[src/bpc_pkg.sv]
// Shared types, constants and helpers for the pressure compensation pipeline.
package bpc_pkg;

   // register indexes on the configuration port
   typedef enum logic [1:0] {
      CSR_CAL_A        = 2'd0,
      CSR_CAL_B        = 2'd1,
      CSR_CAL_C        = 2'd2,
      CSR_OVERSAMPLING = 2'd3
   } csr_index_type;

   localparam int          DIV_W       = 32;
   localparam logic [31:0] B6_OFFSET   = 32'd4000;
   localparam logic [31:0] X3_OFFSET   = 32'd32768;
   localparam logic [31:0] B7_BASE     = 32'd50000;
   localparam logic [31:0] P_SQ_COEF   = 32'd3038;
   localparam logic [31:0] P_LIN_COEF  = 32'd7357;
   localparam logic [31:0] P_BIAS      = 32'd3791;
   localparam logic [31:0] T_ROUND     = 32'd8;

   // sideband carried alongside the temperature division
   typedef struct packed {
      logic [31:0] x1;
      logic [23:0] up;
      logic        err;
      logic        neg;
   } div1_side_type;

   // sideband carried alongside the pressure division
   typedef struct packed {
      logic [31:0] t;
      logic        err;
      logic        high;
   } div2_side_type;

   // arithmetic right shift of a 32-bit two's complement word
   function automatic logic [31:0] asr(input logic [31:0] v, input logic [4:0] n);
      asr = 32'($signed(v) >>> n);
   endfunction

   // 50000 scaled down by the oversampling setting
   function automatic logic [31:0] b7_scale(input logic [1:0] oss);
      b7_scale = B7_BASE >> oss;
   endfunction

   // sign-extend a 16-bit calibration field
   function automatic logic [31:0] sx16(input logic [15:0] v);
      sx16 = {{16{v[15]}}, v};
   endfunction

endpackage

[src/bpc_div.sv]
// Pipelined restoring unsigned divider, one quotient bit per stage.
module bpc_div import bpc_pkg::*; #(
   parameter int DW = 32,
   parameter int SW = 1
) (
   input  logic          clock,
   input  logic          reset,
   input  logic          in_valid,
   input  logic [DW-1:0] in_dividend,
   input  logic [DW-1:0] in_divisor,
   input  logic [SW-1:0] in_side,
   output logic          out_valid,
   output logic [DW-1:0] out_quotient,
   output logic [SW-1:0] out_side
);

   logic [DW-1:0] valid_ff;
   logic [DW-1:0] quo_ff  [DW];
   logic [DW-1:0] rem_ff  [DW];
   logic [DW-1:0] dsr_ff  [DW];
   logic [SW-1:0] side_ff [DW];

   for (genvar g = 0; g < DW; g++) begin : g_stage
      logic          v_prev;
      logic [DW-1:0] quo_prev;
      logic [DW-1:0] rem_prev;
      logic [DW-1:0] dsr_prev;
      logic [SW-1:0] side_prev;
      logic [DW:0]   trial;
      logic [DW:0]   diff;
      logic          fit;
      logic [DW-1:0] rem_in;
      logic [DW-1:0] quo_in;

      if (g == 0) begin : g_first
         assign v_prev    = in_valid;
         assign quo_prev  = in_dividend;
         assign rem_prev  = '0;
         assign dsr_prev  = in_divisor;
         assign side_prev = in_side;
      end else begin : g_next
         assign v_prev    = valid_ff[g-1];
         assign quo_prev  = quo_ff[g-1];
         assign rem_prev  = rem_ff[g-1];
         assign dsr_prev  = dsr_ff[g-1];
         assign side_prev = side_ff[g-1];
      end

      // shift in the next dividend bit and try a subtract
      assign trial  = {rem_prev, quo_prev[DW-1]};
      assign diff   = trial - {1'b0, dsr_prev};
      assign fit    = trial >= {1'b0, dsr_prev};
      assign rem_in = fit ? diff[DW-1:0] : trial[DW-1:0];
      assign quo_in = {quo_prev[DW-2:0], fit};

      always_ff @(posedge clock) begin
         if (reset) begin
            valid_ff[g] <= 1'b0;
         end else begin
            valid_ff[g] <= v_prev;
         end
      end

      always_ff @(posedge clock) begin
         quo_ff[g]  <= quo_in;
         rem_ff[g]  <= rem_in;
         dsr_ff[g]  <= dsr_prev;
         side_ff[g] <= side_prev;
      end
   end

   assign out_valid    = valid_ff[DW-1];
   assign out_quotient = quo_ff[DW-1];
   assign out_side     = side_ff[DW-1];

endmodule

[config.mk]
export PLATFORM = sky130hd
export DESIGN_NAME = bpc_div
export DESIGN_NICKNAME = d
export VERILOG_FILES = /design/src/bpc_pkg.sv /design/src/bpc_div.sv
export SDC_FILE = /design/constraint.sdc
export NUM_CORES = 2
export LEC_CHECK = 0
export BUFFER_PORTS_ARGS = -buffer_cell sky130_fd_sc_hd__buf_2
export CAP_MARGIN = 20
export CELL_PAD_IN_SITES_DETAIL_PLACEMENT = 0
export CELL_PAD_IN_SITES_GLOBAL_PLACEMENT = 1
export CORE_MARGIN = 5
export CORE_UTILIZATION = 45
export CTS_BUF_LIST = sky130_fd_sc_hd__clkbuf_8
export DETAILED_ROUTE_END_ITERATION = 7
export PLACE_DENSITY_LB_ADDON = 0.1
export SLEW_MARGIN = 40
export SYNTH_ARGS = -nofsm -noshare
export SYNTH_HDL_FRONTEND = slang
export SYNTH_SLANG_ARGS = --single-unit
[constraint.sdc]
create_clock -name clock -period 9.3 [get_ports clock]
set_input_delay 0.465 -clock clock [delete_from_list [all_inputs] [get_ports clock]]
set_output_delay 0.465 -clock clock [all_outputs]
set_load 0.03 [all_outputs]
==> results.cfg <==
[status]
status = finished, final reports clean

[route]
totalWireLength_um = 335000
viasPerCell = 5.22
drc = 0
vias = 91100
first_pass_iters = 6
wl_per_cell_um = 19.2
drtIter0Drc = 5639
ant_nets = 0

[finish]
finish.utilization_pct = 51.2
drive_gt1_share_pct = 9.54
regArea_mm2 = 0.0615
syn2layout_area_growth_pct = 13.2
num-nets-final = 14400
design_area_mm2 = 0.142
fillCellCount = 26000
multi_input_area_mm2 = 0.0578

[floorplan]
row_count = 193
die_w_um = 537
core_area_mm2 = 0.277
initial_core_util_pct = 45.2
die_height_um = 537
die_area_mm2 = 0.289
ios = 102

[global_route]
grt_pass1_vias = 89900
grt_max_degree = 66
antenna_found_initial = 22
overflow = 0
grt_use_total_pct = 22.5
grt_pass1_wl_um = 515000

[sta]
fin_crit_sh_pct = 48.0
slew_violations = 0
fmax_mhz = 224
slew_headroom_pct = 39.4
period_needed_ps = 4460
skew_ps = 55.7
tightest_slew_ps = 900
setup_viol = 0
setup-tns-final_ps = 0
rsz0062_at_grt = false
finalHoldViolCount = 0

[worst_setup_path]
worstPathRequired_ps = 10220
rrSetupSlack_ps = 4840
arrival_ps = 5390
crit_type = register to register
timing.rr.end = rem_ff[1][393]
worst_setup_path_end_kind = register
critPathLaunchType = register
slowest_delay_ps = 660
worstPathCellList = inv_1 > ha_1 > nor2b_1 > o31a_1 > o31ai_1 > a211oi_1 > o32ai_1 > nand2b_1 > o211ai_1 > a41o_2 > buf_4 > a21oi_1
timing.rr.start = dsr_ff[1][353]
crit_fanout = 44
slowest_stage = o32ai_1
reg2regPathDepth = 12
worst_setup_path_startpoint = dsr_ff[1][353]
endpoint = rem_ff[1][393]

[clock_tree]
cts_tree = done
numCtsBuffers = 521
ctsHtreeMaxLevel = 6
cts_resized = 0
post-cts-setup-buffer-count = 0
clock-sinks = 3072
clockBufferDepth = 4
root_buffer = clkbuf_8
clock_latency_ps = 1120
path_clk_slew_ps = 60
hold_buffers = 130

[synth]
ys_top_cells_by_area = dfxtp_1 49%, ha_1 9.9%, o21ai_0 3.9%
yosys.cell_types.count = 94
synthTopCellsByCount = 3072 x dfxtp_1, 1257 x inv_1, 1052 x nand2_1
synthArstFlopShare_pct = 0
yosys.area.top_type = dfxtp_1
yosysWarnings = 0
synth_area_mm2 = 0.125
synth_edf_count = 0
post-synth-top-area-fraction_pct = 49.1
synth.avg_cell_area_um2 = 9.70
synth_cells = 12900
yosys_most_used_dff = dfxtp_1
ys_ff_latch = 3072
synth_fp_nets = 14000
yosysSeqAreaShare_pct = 49.1
yosysMostFrequentCell = dfxtp_1

[place]
port_buffers = 101
place.gp.congestion = 0.898
place_area_mm2 = 0.129
hpwl_um = 261000

[worst_hold_path]
hold_class = input port to register

[power_and_ir_drop]
leakagePower_uw = 0.0659
power_density_mw_per_mm2 = 342
ir_worst_vdd_uv = 161

[run]
max_cap_violations = 0
-- placed cells by master (no fill, tap or decap), types with 130 or more instances in the layout --
| cell type | instances |
|---|---|
| a21o_1 | 473 |
| a21oi_1 | 901 |
| clkbuf_8 | 634 |
| dfxtp_1 | 3072 |
| dlygate4sd3_1 | 130 |
| ha_1 | 994 |
| inv_1 | 1392 |
| mux2_2 | 280 |
| nand2_1 | 1052 |
| nand3_1 | 181 |
| nand4_1 | 167 |
| nor2_1 | 579 |
| nor2b_1 | 174 |
| o21a_1 | 142 |
| o21ai_0 | 963 |
| xnor2_1 | 456 |
| xor2_1 | 345 |
-- stage by stage --
step	total power, uW	hold slack [ps]	setup WS [ps]	cells
2_1_floorplan	30900	310	6160	12900
4_1_cts	48800	25.6	4860	17400
3_5_place_dp	35900	312	4910	16400
5_1_grt	51700	91.8	4590	17500
6_report	48400	181	4840	17500
3_3_place_gp	35900	310	4880	16400
-- cells by family after synthesis --
family	Yosys count	share of synthesized area, %
buffers and inverters	1591	4.88
multiplexers	315	2.81
adder cells (fa/ha/maj)	1024	10.4
AO/OA/AOI/OAI	3359	16.8
AND/OR/NAND/NOR	2744	10.3
XOR/XNOR	801	5.61
flip-flops	3072	49.1
-- per-layer routing --
layer	vias up	wire length, um	GRT usage, %
li1	45400	-	-
met1	43000	160000	31.7
met2	2041	148000	35.9
met3	533	17000	3.44
met4	8	9250	6.65
met5	-	213	0
-- power by group --
group	total, uW	switching (uW)	leakage [uW]	internal (uW)
registers	17700	1880	0.0257	15800
clock network	12400	5560	0.00613	6860
logic	18200	10500	0.0341	7720
-- critical path: cells and delay by family, from the launching register on --
family	cells	cell delay, ps
compound gates	7	2740
simple gates	2	420
fa+ha+maj	1	290
flops	1	430
buf+inv	2	380
-- state kept, by name (all words and copies together), names as in the netlist --
| signal | cells |
|---|---|
| quo_ff | 1024 |
| side_ff | 32 |
| rem_ff | 992 |
| g_stage.v_prev | 31 |
| dsr_ff | 992 |
| out_valid | 1 |
-- layout make-up --
| cell class | count | share of cell area (%) |
|---|---|---|
| diodes | 7 | 0.0124 |
| clock buffers | 634 | 6.16 |
| clock inverters | 276 | 1.56 |
| inverters | 1257 | 3.33 |
| multi-input cells | 8243 | 40.8 |
| flip-flops and latches | 3072 | 43.4 |
| well taps | 3705 | 3.27 |
| repair buffers | 261 | 1.45 |
-- worst min path at each step --
| stage | startpoint | slack [ps] | to | depth (start not counted) |
|---|---|---|---|---|
| 3_3_place_gp | quo_ff[0][353] | 310 | quo_ff[0][386] | 0 |
| 4_1_cts | in_dividend[2] | 30 | quo_ff[0][3] | 2 |
| 6_report | in_dividend[2] | 180 | quo_ff[0][3] | 2 |
| 2_1_floorplan | quo_ff[0][67] | 310 | quo_ff[0][100] | 0 |
| 5_1_grt | in_dividend[2] | 90 | quo_ff[0][3] | 2 |
| 3_5_place_dp | quo_ff[0][133] | 310 | quo_ff[0][166] | 0 |
(Power assumes the default switching activity.)
